## src/cpa_pkg.sv

```systemverilog
// Shared types and constants for the command priority array.
package cpa_pkg;

   localparam int LEVELS       = 16;
   localparam int LEVEL_W      = $clog2(LEVELS);
   localparam int ACT_W        = $clog2(LEVELS + 1);
   localparam int REQ_W        = 2;
   localparam int PRIO_W       = 5;
   localparam int VALUE_W      = 8;
   localparam int INDEX_W      = 5;
   localparam int DATA_W       = 5;
   localparam int STATUS_W     = 3;
   localparam int ADDR_W       = 3;
   localparam int CSR_W        = 32;
   localparam int DENIED_LEVEL = 6;
   localparam int INDEX_ALL    = 17;
   localparam int QUEUE_DEPTH  = 2;
   localparam int QPTR_W       = $clog2(QUEUE_DEPTH);
   localparam int QCNT_W       = $clog2(QUEUE_DEPTH + 1);

   localparam logic [REQ_W-1:0] REQ_WRITE      = 2'd0;
   localparam logic [REQ_W-1:0] REQ_RELINQUISH = 2'd1;
   localparam logic [REQ_W-1:0] REQ_READ       = 2'd2;

   localparam logic [ADDR_W-1:0] ADDR_FALLBACK_VALUE = 3'd0;
   localparam logic [ADDR_W-1:0] ADDR_NOTIFY_OFF     = 3'd4;

   typedef enum logic [STATUS_W-1:0] {
      ST_OK        = 3'd0,
      ST_NOT_ARRAY = 3'd1,
      ST_DENIED    = 3'd2,
      ST_RANGE     = 3'd3,
      ST_BAD_INDEX = 3'd4
   } status_type;

   typedef enum logic [2:0] {
      OP_STATUS,
      OP_COUNT,
      OP_READ_ONE,
      OP_READ_ALL,
      OP_WRITE,
      OP_RELINQ
   } op_type;

   typedef struct packed {
      op_type               op;
      status_type           status;
      logic [LEVEL_W-1:0]   level;
      logic                 bit_value;
   } cmd_type;

   typedef enum logic [1:0] {
      EX_IDLE,
      EX_SCAN,
      EX_READ_ALL
   } exec_state_type;

endpackage

```

## src/command_priority_array.sv

```systemverilog
// Top level of the command priority array.
//
// A request is taken when start is high and busy is low; busy rises only when
// the two-entry command queue is full. Each result is shown for exactly one
// cycle with rsp_valid high and cannot be held off by the receiver. A write,
// a status-only request, a single-element read or a relinquish of a level
// that is not active passes through the queue and gives its result from the
// executor's response register. A relinquish of the active level walks the
// lower-priority levels one per cycle through the executor's scan counter
// before its result. A whole-array read streams 16 results on consecutive
// cycles, the last one marked by rsp_last. The executor handles one item at a
// time: it pops an item, scans or streams where the item needs it, and only
// then pops the next.
module command_priority_array import cpa_pkg::*; (
   input  logic                clock,
   input  logic                reset,
   input  logic                start,
   output logic                busy,
   input  logic [REQ_W-1:0]    req_type,
   input  logic [PRIO_W-1:0]   req_priority_req,
   input  logic [VALUE_W-1:0]  req_value,
   input  logic [INDEX_W-1:0]  req_element_index,
   output logic                rsp_valid,
   output logic [STATUS_W-1:0] rsp_status,
   output logic                rsp_present_value,
   output logic                rsp_changed,
   output logic [ACT_W-1:0]    rsp_active_level,
   output logic                rsp_read_is_null,
   output logic [DATA_W-1:0]   rsp_read_data,
   output logic                rsp_last,
   input  logic                psel,
   input  logic                penable,
   input  logic                pwrite,
   input  logic [ADDR_W-1:0]   paddr,
   input  logic [CSR_W-1:0]    pwdata,
   output logic [CSR_W-1:0]    prdata,
   output logic                pready
);

   logic    full;
   logic    push;
   cmd_type push_cmd;
   logic    pop;
   logic    head_valid;
   cmd_type head_cmd;
   logic    fallback_value;
   logic    notify_off;

   cpa_csr u_csr (
      .clock          (clock),
      .reset          (reset),
      .psel           (psel),
      .penable        (penable),
      .pwrite         (pwrite),
      .paddr          (paddr),
      .pwdata         (pwdata),
      .prdata         (prdata),
      .pready         (pready),
      .fallback_value (fallback_value),
      .notify_off     (notify_off)
   );

   cpa_front u_front (
      .start             (start),
      .full              (full),
      .req_type          (req_type),
      .req_priority_req  (req_priority_req),
      .req_value         (req_value),
      .req_element_index (req_element_index),
      .busy              (busy),
      .push              (push),
      .cmd               (push_cmd)
   );

   cpa_queue u_queue (
      .clock      (clock),
      .reset      (reset),
      .push       (push),
      .push_cmd   (push_cmd),
      .pop        (pop),
      .full       (full),
      .head_valid (head_valid),
      .head_cmd   (head_cmd)
   );

   cpa_exec u_exec (
      .clock             (clock),
      .reset             (reset),
      .head_valid        (head_valid),
      .head_cmd          (head_cmd),
      .fallback_value    (fallback_value),
      .notify_off        (notify_off),
      .pop               (pop),
      .rsp_valid         (rsp_valid),
      .rsp_status        (rsp_status),
      .rsp_present_value (rsp_present_value),
      .rsp_changed       (rsp_changed),
      .rsp_active_level  (rsp_active_level),
      .rsp_read_is_null  (rsp_read_is_null),
      .rsp_read_data     (rsp_read_data),
      .rsp_last          (rsp_last)
   );

endmodule

```

## src/cpa_csr.sv

```systemverilog
// Configuration register file behind the APB-style port.
module cpa_csr import cpa_pkg::*; (
   input  logic              clock,
   input  logic              reset,
   input  logic              psel,
   input  logic              penable,
   input  logic              pwrite,
   input  logic [ADDR_W-1:0] paddr,
   input  logic [CSR_W-1:0]  pwdata,
   output logic [CSR_W-1:0]  prdata,
   output logic              pready,
   output logic              fallback_value,
   output logic              notify_off
);

   logic fallback_value_ff, fallback_value_in;
   logic notify_off_ff, notify_off_in;
   logic wr_en;
   logic rd_bit;

   assign wr_en = psel & penable & pwrite;

   always_comb begin
      fallback_value_in = fallback_value_ff;
      notify_off_in     = notify_off_ff;
      if (wr_en) begin
         if (paddr[2] == ADDR_NOTIFY_OFF[2]) begin
            notify_off_in = pwdata[0];
         end else begin
            fallback_value_in = pwdata[0];
         end
      end
   end

   always_ff @(posedge clock) begin
      if (reset) begin
         fallback_value_ff <= 1'b0;
         notify_off_ff     <= 1'b0;
      end else begin
         fallback_value_ff <= fallback_value_in;
         notify_off_ff     <= notify_off_in;
      end
   end

   always_comb begin
      case (paddr)
         ADDR_FALLBACK_VALUE: rd_bit = fallback_value_ff;
         ADDR_NOTIFY_OFF:     rd_bit = notify_off_ff;
         default:             rd_bit = 1'b0;
      endcase
   end

   assign prdata         = {{(CSR_W-1){1'b0}}, rd_bit};
   assign pready         = 1'b1;
   assign fallback_value = fallback_value_ff;
   assign notify_off     = notify_off_ff;

endmodule

```

## src/cpa_front.sv

```systemverilog
// Front end: accepts request items and classifies them into commands.
module cpa_front import cpa_pkg::*; (
   input  logic               start,
   input  logic               full,
   input  logic [REQ_W-1:0]   req_type,
   input  logic [PRIO_W-1:0]  req_priority_req,
   input  logic [VALUE_W-1:0] req_value,
   input  logic [INDEX_W-1:0] req_element_index,
   output logic               busy,
   output logic               push,
   output cmd_type            cmd
);

   logic [PRIO_W-1:0]  prio_m1;
   logic [INDEX_W-1:0] index_m1;

   assign busy     = full;
   assign push     = start & ~full;
   assign prio_m1  = req_priority_req - PRIO_W'(1);
   assign index_m1 = req_element_index - INDEX_W'(1);

   always_comb begin
      cmd.op        = OP_STATUS;
      cmd.status    = ST_OK;
      cmd.level     = '0;
      cmd.bit_value = req_value[0];
      case (req_type)
         REQ_READ: begin
            if (req_element_index == '0) begin
               cmd.op = OP_COUNT;
            end else if (req_element_index == INDEX_W'(INDEX_ALL)) begin
               cmd.op = OP_READ_ALL;
            end else if (req_element_index > INDEX_W'(LEVELS)) begin
               cmd.status = ST_BAD_INDEX;
            end else begin
               cmd.op    = OP_READ_ONE;
               cmd.level = index_m1[LEVEL_W-1:0];
            end
         end
         REQ_WRITE, REQ_RELINQUISH: begin
            if (req_element_index != INDEX_W'(INDEX_ALL)) begin
               cmd.status = ST_NOT_ARRAY;
            end else if (req_priority_req == PRIO_W'(DENIED_LEVEL)) begin
               cmd.status = ST_DENIED;
            end else if (req_type == REQ_WRITE && req_value > VALUE_W'(1)) begin
               cmd.status = ST_RANGE;
            end else if (req_priority_req == '0
                         || req_priority_req > PRIO_W'(LEVELS)) begin
               cmd.status = ST_OK;
            end else begin
               cmd.op    = (req_type == REQ_WRITE) ? OP_WRITE : OP_RELINQ;
               cmd.level = prio_m1[LEVEL_W-1:0];
            end
         end
         default: begin
            cmd.status = ST_OK;
         end
      endcase
   end

endmodule

```

## src/cpa_queue.sv

```systemverilog
// Short command queue between the front end and the executor.
module cpa_queue import cpa_pkg::*; (
   input  logic    clock,
   input  logic    reset,
   input  logic    push,
   input  cmd_type push_cmd,
   input  logic    pop,
   output logic    full,
   output logic    head_valid,
   output cmd_type head_cmd
);

   cmd_type            entries_ff [QUEUE_DEPTH];
   logic [QPTR_W-1:0]  wr_ptr_ff, wr_ptr_in;
   logic [QPTR_W-1:0]  rd_ptr_ff, rd_ptr_in;
   logic [QCNT_W-1:0]  count_ff, count_in;
   logic               do_pop;

   assign full       = (count_ff == QCNT_W'(QUEUE_DEPTH));
   assign head_valid = (count_ff != '0);
   assign head_cmd   = entries_ff[rd_ptr_ff];
   assign do_pop     = pop & head_valid;

   always_comb begin
      wr_ptr_in = push ? wr_ptr_ff + QPTR_W'(1) : wr_ptr_ff;
      rd_ptr_in = do_pop ? rd_ptr_ff + QPTR_W'(1) : rd_ptr_ff;
      count_in  = count_ff + QCNT_W'(push) - QCNT_W'(do_pop);
   end

   always_ff @(posedge clock) begin
      if (reset) begin
         wr_ptr_ff <= '0;
         rd_ptr_ff <= '0;
         count_ff  <= '0;
      end else begin
         wr_ptr_ff <= wr_ptr_in;
         rd_ptr_ff <= rd_ptr_in;
         count_ff  <= count_in;
      end
   end

   always_ff @(posedge clock) begin
      if (push) begin
         entries_ff[wr_ptr_ff] <= push_cmd;
      end
   end

endmodule

```

## src/cpa_exec.sv

```systemverilog
// Executor: holds the priority array, scans levels and drives result items.
module cpa_exec import cpa_pkg::*; (
   input  logic              clock,
   input  logic              reset,
   input  logic              head_valid,
   input  cmd_type           head_cmd,
   input  logic              fallback_value,
   input  logic              notify_off,
   output logic              pop,
   output logic              rsp_valid,
   output logic [STATUS_W-1:0] rsp_status,
   output logic              rsp_present_value,
   output logic              rsp_changed,
   output logic [ACT_W-1:0]  rsp_active_level,
   output logic              rsp_read_is_null,
   output logic [DATA_W-1:0] rsp_read_data,
   output logic              rsp_last
);

   exec_state_type      state_ff, state_in;
   logic [ACT_W-1:0]    cnt_ff, cnt_in;
   logic [ACT_W-1:0]    active_ff, active_in;
   logic                present_ff, present_in;
   logic [LEVELS-1:0]   valid_ff, valid_in;
   logic [LEVELS-1:0]   values_ff, values_in;

   logic                rsp_valid_ff, rsp_valid_in;
   status_type          rsp_status_ff, rsp_status_in;
   logic                rsp_present_ff, rsp_present_in;
   logic                rsp_changed_ff, rsp_changed_in;
   logic [ACT_W-1:0]    rsp_active_ff, rsp_active_in;
   logic                rsp_null_ff, rsp_null_in;
   logic [DATA_W-1:0]   rsp_data_ff, rsp_data_in;
   logic                rsp_last_ff, rsp_last_in;

   logic [LEVEL_W-1:0]  rd_addr;
   logic                slot_hit;
   logic                slot_bit;
   logic                scan_end;
   logic                scan_done;
   logic                is_active_level;
   logic                write_takes;
   logic                new_present;

   assign rd_addr         = (state_ff == EX_IDLE) ? head_cmd.level : cnt_ff[LEVEL_W-1:0];
   assign slot_hit        = valid_ff[rd_addr];
   assign slot_bit        = values_ff[rd_addr];
   assign scan_end        = (cnt_ff == ACT_W'(LEVELS));
   assign scan_done       = scan_end | slot_hit;
   assign is_active_level = ({1'b0, head_cmd.level} == active_ff);
   assign write_takes     = ({1'b0, head_cmd.level} <= active_ff);
   assign new_present     = scan_end ? fallback_value : slot_bit;

   always_comb begin
      state_in = state_ff;
      case (state_ff)
         EX_IDLE: begin
            if (head_valid) begin
               if (head_cmd.op == OP_READ_ALL) begin
                  state_in = EX_READ_ALL;
               end else if (head_cmd.op == OP_RELINQ && is_active_level) begin
                  state_in = EX_SCAN;
               end
            end
         end
         EX_SCAN: begin
            if (scan_done) begin
               state_in = EX_IDLE;
            end
         end
         EX_READ_ALL: begin
            if (cnt_ff[LEVEL_W-1:0] == LEVEL_W'(LEVELS - 1)) begin
               state_in = EX_IDLE;
            end
         end
         default: begin
            state_in = EX_IDLE;
         end
      endcase
   end

   always_comb begin
      pop            = 1'b0;
      cnt_in         = cnt_ff;
      active_in      = active_ff;
      present_in     = present_ff;
      valid_in       = valid_ff;
      values_in      = values_ff;
      rsp_valid_in   = 1'b0;
      rsp_status_in  = ST_OK;
      rsp_present_in = present_ff;
      rsp_changed_in = 1'b0;
      rsp_active_in  = active_ff;
      rsp_null_in    = 1'b0;
      rsp_data_in    = '0;
      rsp_last_in    = 1'b1;
      case (state_ff)
         EX_IDLE: begin
            if (head_valid) begin
               pop          = 1'b1;
               rsp_valid_in = 1'b1;
               case (head_cmd.op)
                  OP_STATUS: begin
                     rsp_status_in = head_cmd.status;
                  end
                  OP_COUNT: begin
                     rsp_data_in = DATA_W'(LEVELS);
                  end
                  OP_READ_ONE: begin
                     rsp_null_in = ~slot_hit;
                     rsp_data_in = DATA_W'(slot_hit & slot_bit);
                  end
                  OP_READ_ALL: begin
                     rsp_valid_in = 1'b0;
                     cnt_in       = '0;
                  end
                  OP_WRITE: begin
                     values_in[head_cmd.level] = head_cmd.bit_value;
                     valid_in[head_cmd.level]  = 1'b1;
                     if (write_takes) begin
                        active_in      = {1'b0, head_cmd.level};
                        present_in     = head_cmd.bit_value;
                        rsp_active_in  = {1'b0, head_cmd.level};
                        rsp_present_in = head_cmd.bit_value;
                        rsp_changed_in = (present_ff != head_cmd.bit_value)
                                         & ~notify_off;
                     end
                  end
                  OP_RELINQ: begin
                     valid_in[head_cmd.level] = 1'b0;
                     if (is_active_level) begin
                        rsp_valid_in = 1'b0;
                        cnt_in       = {1'b0, head_cmd.level} + ACT_W'(1);
                     end
                  end
                  default: begin
                     rsp_status_in = ST_OK;
                  end
               endcase
            end
         end
         EX_SCAN: begin
            if (scan_done) begin
               active_in      = cnt_ff;
               present_in     = new_present;
               rsp_valid_in   = 1'b1;
               rsp_active_in  = cnt_ff;
               rsp_present_in = new_present;
               rsp_changed_in = (present_ff != new_present) & ~notify_off;
            end else begin
               cnt_in = cnt_ff + ACT_W'(1);
            end
         end
         EX_READ_ALL: begin
            rsp_valid_in = 1'b1;
            rsp_null_in  = ~slot_hit;
            rsp_data_in  = DATA_W'(slot_hit & slot_bit);
            rsp_last_in  = (cnt_ff[LEVEL_W-1:0] == LEVEL_W'(LEVELS - 1));
            cnt_in       = cnt_ff + ACT_W'(1);
         end
         default: begin
            cnt_in = '0;
         end
      endcase
   end

   always_ff @(posedge clock) begin
      if (reset) begin
         state_ff     <= EX_IDLE;
         cnt_ff       <= '0;
         active_ff    <= ACT_W'(LEVELS);
         present_ff   <= 1'b0;
         valid_ff     <= '0;
         rsp_valid_ff <= 1'b0;
      end else begin
         state_ff     <= state_in;
         cnt_ff       <= cnt_in;
         active_ff    <= active_in;
         present_ff   <= present_in;
         valid_ff     <= valid_in;
         rsp_valid_ff <= rsp_valid_in;
      end
   end

   always_ff @(posedge clock) begin
      values_ff      <= values_in;
      rsp_status_ff  <= rsp_status_in;
      rsp_present_ff <= rsp_present_in;
      rsp_changed_ff <= rsp_changed_in;
      rsp_active_ff  <= rsp_active_in;
      rsp_null_ff    <= rsp_null_in;
      rsp_data_ff    <= rsp_data_in;
      rsp_last_ff    <= rsp_last_in;
   end

   assign rsp_valid         = rsp_valid_ff;
   assign rsp_status        = rsp_status_ff;
   assign rsp_present_value = rsp_present_ff;
   assign rsp_changed       = rsp_changed_ff;
   assign rsp_active_level  = rsp_active_ff;
   assign rsp_read_is_null  = rsp_null_ff;
   assign rsp_read_data     = rsp_data_ff;
   assign rsp_last          = rsp_last_ff;

endmodule

```

## config.mk

```make
export PLATFORM = sky130hd
export DESIGN_NAME = command_priority_array
export DESIGN_NICKNAME = d
export VERILOG_FILES = /design/src/cpa_pkg.sv /design/src/command_priority_array.sv /design/src/cpa_csr.sv /design/src/cpa_front.sv /design/src/cpa_queue.sv /design/src/cpa_exec.sv
export SDC_FILE = /design/constraint.sdc
export NUM_CORES = 1
export LEC_CHECK = 0
export BUFFER_PORTS_ARGS = -buffer_cell sky130_fd_sc_hd__buf_2
export CAP_MARGIN = 20
export CORE_UTILIZATION = 55
export DETAILED_ROUTE_END_ITERATION = 7
export GPL_ROUTABILITY_DRIVEN = 1
export PLACE_DENSITY = 0.81
export SYNTH_ARGS = -nofsm -noshare
export SYNTH_HDL_FRONTEND = slang
export SYNTH_SLANG_ARGS = --single-unit
```

## constraint.sdc

```tcl
create_clock -name clock -period 3.3 [get_ports clock]
set_clock_uncertainty 0.2 [all_clocks]
set_input_delay 0.66 -clock clock [delete_from_list [all_inputs] [get_ports clock]]
set_output_delay 0.66 -clock clock [all_outputs]
set_load 0.01 [all_outputs]
```

==> run metrics <==
status finished with violations; violated checks DRC; post-synthesis sequential area ratio 42.9%; pwr dens 732 nW/um^2; critical path launch point u_exec.state_ff[0]$_SDFFE_PP0P_; Overflow after GRT 0; clock-pin slew on the worst setup and hold paths 0.10 ns; Setup CP Type reg2reg; startpoint types register; Worst-Margin Slew 0.866 ns; DR vias/cell 5.93; relative slew slack 42.0%; initial antenna violation count 0; row count 34; root buffer cell clkbuf_8; H-tree depth 3; Static Leak 2.22 nW; Tmin final 3.09 ns; Max Freq 323 MHz; DRT iter0 DRCs 288; crit-path max FO 9; hold slack 0.296 ns; delay-heaviest family, CP multiplexers; Setup violations, final 0; Syn-to-layout area delta 9.12%; vias after detailed routing 4047; Core Util, Final 62.4%; crit-path cells inv_1 -> ha_2 -> nor2_1 -> a21oi_4 -> mux4_1 -> mux2i_4 -> a22o_2 -> mux2i_1 -> o2bb2ai_1; CP Data Arrival Time 3.18 ns; hold buffers post-CTS 0; max-cap violation count 0; Syn Inst Count 517; Final Wtd Congestion 0.964; number of diodes 0; asr flop ratio synth 0%; layout cell share with drive strength beyond 1 17.6%; Hold Vio Cnt, Final 0; Worst path max stage delay 0.66 ns; Worst Setup End Kind register; DPL Wire Length 8.27 mm; Setup TNS Final 0 ns; synthesized area 5040 sq um; initial core utilization 57.2%; Global Route Usage Sum 23.8%; die height 97.7 um; fin crit share 93.7%; CTS tree built; TritonRoute pass-1 iters 7; Multi-input gate area 2550 sq um; Storage cell area 2160 sq um; worst path bufs/invs 1; total CTS buffers 9; CP required 3.39 ns; R2R Path Start u_exec.state_ff[0]$_SDFFE_PP0P_; final WL 11.0 mm; IO Count 113; Final Max Slew Viols 0; remaining antenna violation count after routing 0; maximum vdd drop 0.270 mV; core area 8810 sq um; PortBufs 46; nets@finish 652; dpl ws 0.0346 ns; Hold Path Class reg2reg; Die W 97.7 um; worst-skew pair later-pin latency 0.37 ns; clock buffer depth 2; DRC Markers 6; Critical Path Slowest Stage Cell mux4_1; largest net degree at the start of global routing 28; vias in the first global route 3759; post-synthesis register bit count 89; Post-synth EDFFs 38; post-synth cell types 70; Warnings, synthesis 0; Sink Count 89; Avg WL per Cell 16.1 um; RSZ-0062 raised after global routing no; post-route setup slack 0.208 ns; global-route wire length before repair 17.9 mm; Mean Syn Cell Area 9.74 sq um; Fill cells 723; die area 9540 sq um; ys flop type dfxtp_1
==> report_power, final <==
group	leakage (nW)	switching (mW)	total [mW]	internal [mW]
sequential	0.764	0.0896	1.42	1.33
combinational	1.36	1.16	1.88	0.715
clock	0.0907	0.403	0.728	0.326
==> path summary, 6_finish.rpt <==
check / endpoint / slack (ns) / depth (start not counted)
setup / recovery: u_exec.active_ff[2]$_SDFF_PP0_ / 0.21 / 9
hold / removal: register / 0.30 / 2
setup reg to reg: u_exec.active_ff[2]$_SDFF_PP0_ / 0.21 / 9
hold reg to reg: register / 0.30 / 2
==> per-stage QoR <==
| stage | cell area (sq um) | std cells | power [mW] |
|---|---|---|---|
| 3_3_place_gp | 5290 | 667 | 3.21 |
| 4_1_cts | 5490 | 683 | 4.00 |
| 2_1_floorplan | 5160 | 550 | 2.77 |
| 5_1_grt | 5500 | 683 | 4.26 |
| 3_5_place_dp | 5290 | 667 | 3.27 |
| 6_report | 5500 | 683 | 4.02 |
==> placed cells by master, fill, tap and decap left out, types with 3 or more instances in the layout <==
master      instances
nor2_1             59
dfxtp_1            50
buf_2              46
nand2_1            38
edfxtp_1           38
conb_1             35
a21oi_1            32
inv_1              29
ha_1               20
nand3_1            17
o21ai_0            16
buf_4              14
mux2i_1            13
nor3_1             12
xnor2_1             9
clkbuf_8            9
a2111oi_0           8
a211o_1             7
xor2_1              6
o22ai_1             6
nand4_1             6
and2_1              6
a31oi_1             6
a22oi_1             5
o41ai_2             5
mux2i_4             4
nor2b_1             4
o21a_1              4
and3_1              4
nor4_1              3
a21o_1              3
a32oi_1             3
clkinvlp_4          3
==> Yosys cell counts (all sizes together), types with 3 or more instances <==
master | n | share of area [%]
nor2 | 59 | 4.4
dfxtp | 51 | 20
buf | 42 | 6.1
nand2 | 39 | 3.1
edfxtp | 38 | 23
a21oi | 34 | 3.6
inv | 29 | 2.2
ha | 21 | 5.2
mux2i | 18 | 4.6
o21ai | 18 | 1.9
nand3 | 17 | 1.7
nor3 | 12 | 1.2
clkbuf | 9 | 0.67
xnor2 | 9 | 1.6
a2111oi | 8 | 1.4
a211o | 7 | 1.2
a31oi | 6 | 0.75
and2 | 6 | 0.75
nand4 | 6 | 0.75
o22ai | 6 | 0.75
o41ai | 6 | 1.8
xor2 | 6 | 1.0
a22oi | 5 | 0.75
a21o | 4 | 0.62
and3 | 4 | 0.50
mux4 | 4 | 1.9
nor2b | 4 | 0.50
o21a | 4 | 0.60
a32oi | 3 | 0.52
nor4 | 3 | 0.37
==> metal layers <==
metal	GRT usage [%]	vias to the layer above	share of wire [%]
met3	3.81	26	6.3
met4	11.1	0	2.5
met2	40.0	183	49
li1	-	1921	-
met1	29.9	1917	42
met5	0	-	0
==> what timing repair did <==
item                       4_1_cts  5_1_grt
setup endpoints to repair        1       12
setup buffers                    0        0
resized for setup                1        3
==> kinds of logic (layout without fill, tap and decap cells) <==
logic type / count (synthesis) / in the layout / synth area share, %
xor gates and xnor gates: 15 / 15 / 2.61
other: 2 / 35 / 0.149
buffers and inverters: 81 / 106 / 9.02
adders and majority gates: 21 / 21 / 5.22
and+or+nand+nor: 159 / 159 / 14.6
muxes: 24 / 24 / 7.03
AOI/OAI and AO/OA: 126 / 126 / 18.5
DFF: 89 / 89 / 42.9
==> worst reg2reg max path: cells and delay by family, from the launching register on <==
family                   cells  cell delay [ns]
adder cells (fa/ha/maj)      1             0.31
AO/OA/AOI/OAI                3             0.71
buffers and inverters        1             0.10
flip-flops                   1             0.36
AND/OR/NAND/NOR              1             0.12
multiplexers                 3             1.22
==> final cells by class <==
cell class | instances | area share [%]
clock buffers | 10 | 2.71
clock inverters | 6 | 0.888
inverters | 30 | 2.05
multi-input cells | 380 | 46.4
flip-flops and latches | 89 | 39.4
well taps | 108 | 2.46
repair buffers | 60 | 6.10
No activity file was read; power rests on OpenSTA's default activity.
